$ cat src/rtl/cspsc_pkg.sv
`default_nettype none
package cspsc_pkg;

    localparam logic [31:0] HASH_MULT  = 32'd2654435761;
    localparam int          HASH_CELLS = 4;
    localparam int          CELL_W     = 8;
    localparam int          HCNT_W     = $clog2(HASH_CELLS);

    typedef logic [1:0]  req_type_t;
    typedef logic [31:0] char_t;
    typedef logic [31:0] length_t;

    localparam req_type_t REQ_CLEAR = 2'd0;
    localparam req_type_t REQ_ADD   = 2'd1;
    localparam req_type_t REQ_SCAN  = 2'd2;

endpackage
`default_nettype wire

$ cat src/rtl/cspsc_hash_cell.sv
`default_nettype none
module cspsc_hash_cell #(
    parameter int SHIFT = 0
) (
    input  wire logic        clk,
    input  wire logic [31:0] acc_in,
    input  wire logic [7:0]  byte_in,
    output logic      [31:0] acc_reg
);
    import cspsc_pkg::*;

    logic [31:0] prod;
    logic [31:0] term;

    // one byte of the key times the multiplier, placed at this cell's weight
    assign prod = HASH_MULT * 32'(byte_in);
    assign term = prod << SHIFT;

    always_ff @(posedge clk)
    begin
        acc_reg <= acc_in + term;
    end
endmodule
`default_nettype wire

$ cat config.mk
export PLATFORM = sky130hd
export DESIGN_NAME = cspsc_hash_cell
export DESIGN_NICKNAME = d
export VERILOG_FILES = /design/src/rtl/cspsc_pkg.sv /design/src/rtl/cspsc_hash_cell.sv
export SDC_FILE = /design/constraint.sdc
export NUM_CORES = 1
export LEC_CHECK = 0
export BUFFER_PORTS_ARGS = -buffer_cell sky130_fd_sc_hd__clkbuf_2
export CAP_MARGIN = 10
export CORE_ASPECT_RATIO = 0.6
export CORE_MARGIN = 5
export CORE_UTILIZATION = 30
export CTS_BUF_LIST = sky130_fd_sc_hd__clkbuf_16
export DETAILED_ROUTE_END_ITERATION = 12
export SLEW_MARGIN = 20
export SYNTH_ARGS = -nofsm -noshare
export SYNTH_HDL_FRONTEND = slang
export SYNTH_SLANG_ARGS = --single-unit
$ cat constraint.sdc
create_clock -name clk -period 8 [get_ports clk]
set_input_delay 2.4 -clock clk [delete_from_list [all_inputs] [get_ports clk]]
set_output_delay 2.4 -clock clk [all_outputs]
set_load 0.02 [all_outputs]
==> impl_metrics.ini <==
[finish]
drive_gt1_share_pct = 14.4
multi_input_area_um2 = 4110
largest_reg_flops = 32
final-seq-area_um2 = 641
num-nets-final = 851
fill_cells = 1828
area_growth_pct = 14.4
insertedDiodeCount = 0

[cts]
cts_setup_buffers = 0
clk_pin_slew_ns = 0.06
clk_path_buf_depth = 2
hold_buffers = 0
cts_num_sinks = 32
cts_tree = done
cts_made_buffers = 5
cts_root_buffer = clkbuf_16
cts_max_level = 2
cts_resized = 0

[drt]
routed.top_layer = met4
drt-wirelength-per-cell_um = 15.4
drt_wl_total_mm = 13.4
drt-met1-wl_mm = 7.50
wl_met2_mm = 4.84
ant_nets = 0
drt_first_iter_violations = 231
drc = 0
via_per_inst = 4.47
drtPass1Iterations = 4
wl_met3_mm = 1.03
vias = 3899

[sta]
fin_setup_tns_ns = 0
worst_pin_slew_ns = 0.707
maxSlewViolCount = 0
period_needed_ns = 6.63
timing.final.ws_setup_ns = 1.37
relSlewSlack_pct = 52.4
max_freq_mhz = 151
rsz0062_at_grt = no
holdWs_ns = 2.33
finalSetupViolations = 0
fin_crit_sh_pct = 82.9
finalHoldViolations = 0

[grt]
overflow = 0
grt_pass1_wl_mm = 22.3
grt_max_degree = 20
grt_pass1_vias = 4049
antenna_found_initial = 0
grt_use_total_pct = 14.1

[die]
die_w_um = 182
die_y_um = 113
core_um2 = 17300
row_count = 37
die_area_um2 = 20700
num_io_pins = 73
initial_utilization_pct = 30.9

[synth]
syn_area_um2 = 5340
yosys_register_bits = 32
synth_edf_count = 0
synth_top_flop_cell = dfxtp_1
syn-num-nets = 776
async_flop_share_pct = 0
synth_cell_type_count = 49
yosys_warnings = 0
ys_seq_area_share_pct = 12.0
avgSynthCellArea_um2 = 9.51
syn_inst = 562

[critical_path]
crit_path_end_kind = register
cp.arrival_ns = 6.80
crit_type = input port to register
startpoint_type = input port
cp_max_fo = 19
cp_data_required_time_ns = 8.17

[job]
cap_violations = 0

[pwr]
clockPowerShare_pct = 7.1
switching_share_pct = 52.6
irDropWorstVdd_mv = 0.211
seq_power_share_pct = 10.8
power_density_nw_per_um2 = 441
p_leak_nw = 3.24
intPower_mw = 1.28
switchingPower_mw = 1.42
combPwrFrac_pct = 82.1

[run_status]
status = complete, no violations

[min_path]
hp-class = input port to register

[placement]
place_congestion = 0.838
io_buffers = 72
place_ws_ns = 1.00
dp_hpwl_mm = 11.8
## path summary, 6_finish.rpt
check                       from     endpoint  slack, ns  cells past startpoint
worst min-delay path   acc_in[0]   acc_reg[0]       2.33                      2
worst max-delay path  byte_in[0]  acc_reg[28]       1.37                     14
## cells by family (layout without fill, tap and decap cells)
kind of cell    after synthesis  after routing  synth area share, %
flops                        32             32                 12.0
simple gates                 82             82                 7.49
buf+inv                     157            233                 11.1
compound gates               87             87                 11.5
fa+ha+maj                   173            173                 52.7
xor+xnor                     30             30                 4.92
mux                           1              1                0.187
## cells in the mapped netlist (2+ instances only)
| library cell | instances | area [um2] |
|---|---|---|
| nor2b_1 | 3 | 18.8 |
| xnor2_1 | 23 | 201 |
| o21ai_0 | 8 | 40.0 |
| o221ai_1 | 2 | 17.5 |
| xor2_1 | 7 | 61.3 |
| nand3_1 | 5 | 25.0 |
| a31oi_1 | 5 | 31.3 |
| dfxtp_1 | 32 | 641 |
| o211ai_1 | 2 | 15.0 |
| nand2_1 | 21 | 78.8 |
| inv_1 | 153 | 574 |
| nor2_1 | 28 | 105 |
| a21oi_2 | 2 | 17.5 |
| nand2b_1 | 8 | 50.1 |
| fa_1 | 87 | 1740 |
| nand4_1 | 2 | 12.5 |
| nand3b_1 | 2 | 15.0 |
| buf_2 | 4 | 20.0 |
| o21ai_1 | 3 | 15.0 |
| and3_1 | 3 | 18.8 |
| a21oi_1 | 29 | 145 |
| a31o_1 | 2 | 17.5 |
| a21o_1 | 10 | 75.1 |
| a211o_1 | 2 | 17.5 |
| o21bai_1 | 2 | 15.0 |
| o211ai_2 | 2 | 25.0 |
| ha_1 | 86 | 1080 |
| nor3_2 | 2 | 20.0 |
| o21a_1 | 5 | 37.5 |
| and2_1 | 3 | 18.8 |
## area by class of cell
type                       instances  share of cell area [%]
clock buffer                       5                    2.05
clock inverter                     3                   0.225
inverter                         153                    9.39
multi-input combinational        373                    67.2
sequential                        32                    10.5
tap                              234                    4.79
timing repair buffer              72                    5.89
## stage by stage
stage | instances | area [um2] | total power, mW | utilization [%]
3_5_place_dp | 864 | 5980 | 2.50 | 34.5
3_3_place_gp | 864 | 5980 | 2.50 | 34.5
4_1_cts | 872 | 6110 | 2.72 | 35.3
2_1_floorplan | 562 | 5340 | 2.00 | -
5_1_grt | 872 | 6110 | 3.04 | 35.3
6_report | 872 | 6110 | 2.70 | 35.3
## worst max-delay path: stages
cell and delay (ns):
clkbuf_2 0.40, fa_1 0.66, inv_1 0.05, fa_1 0.48, fa_1 0.54, inv_1 0.05
fa_1 0.43, ha_1 0.42, nand4_2 0.17, nor2_2 0.13, o211ai_2 0.20, o311ai_4 0.48
a31oi_1 0.19, xnor2_1 0.16
## placed cells by master, fill, tap and decap left out, drive strengths merged, types with 2 or more instances in the layout
master  instances
a211o           2
a211oi          3
a21boi          2
a21o           10
a21oi          31
a31o            2
a31oi           5
and2            3
and3            3
clkbuf         77
clkinv          3
dfxtp          32
fa             87
ha             86
inv           153
nand2          21
nand2b          8
nand3           5
nand3b          2
nand4           3
nor2           29
nor2b           3
nor3            3
o211ai          4
o21a            5
o21ai          11
o21bai          2
o221ai          2
o311ai          2
xnor2          23
xor2            7
## metal layers
metal  vias up  track usage, %
li1       1917               -
met1      1872            23.0
met2       105            18.2
met3         5            3.70
met4         0            2.55
met5         -               0
## power by group through the flow
stage / Clock (mW) / Combinational, mW / Sequential (mW)
floorplan: 0 / 1.61 / 0.389
global placement: 0 / 2.20 / 0.298
detailed placement: 0 / 2.20 / 0.297
CTS: 0.204 / 2.22 / 0.294
global route: 0.214 / 2.52 / 0.301
finish: 0.191 / 2.22 / 0.291
(Power assumes the default switching activity.)
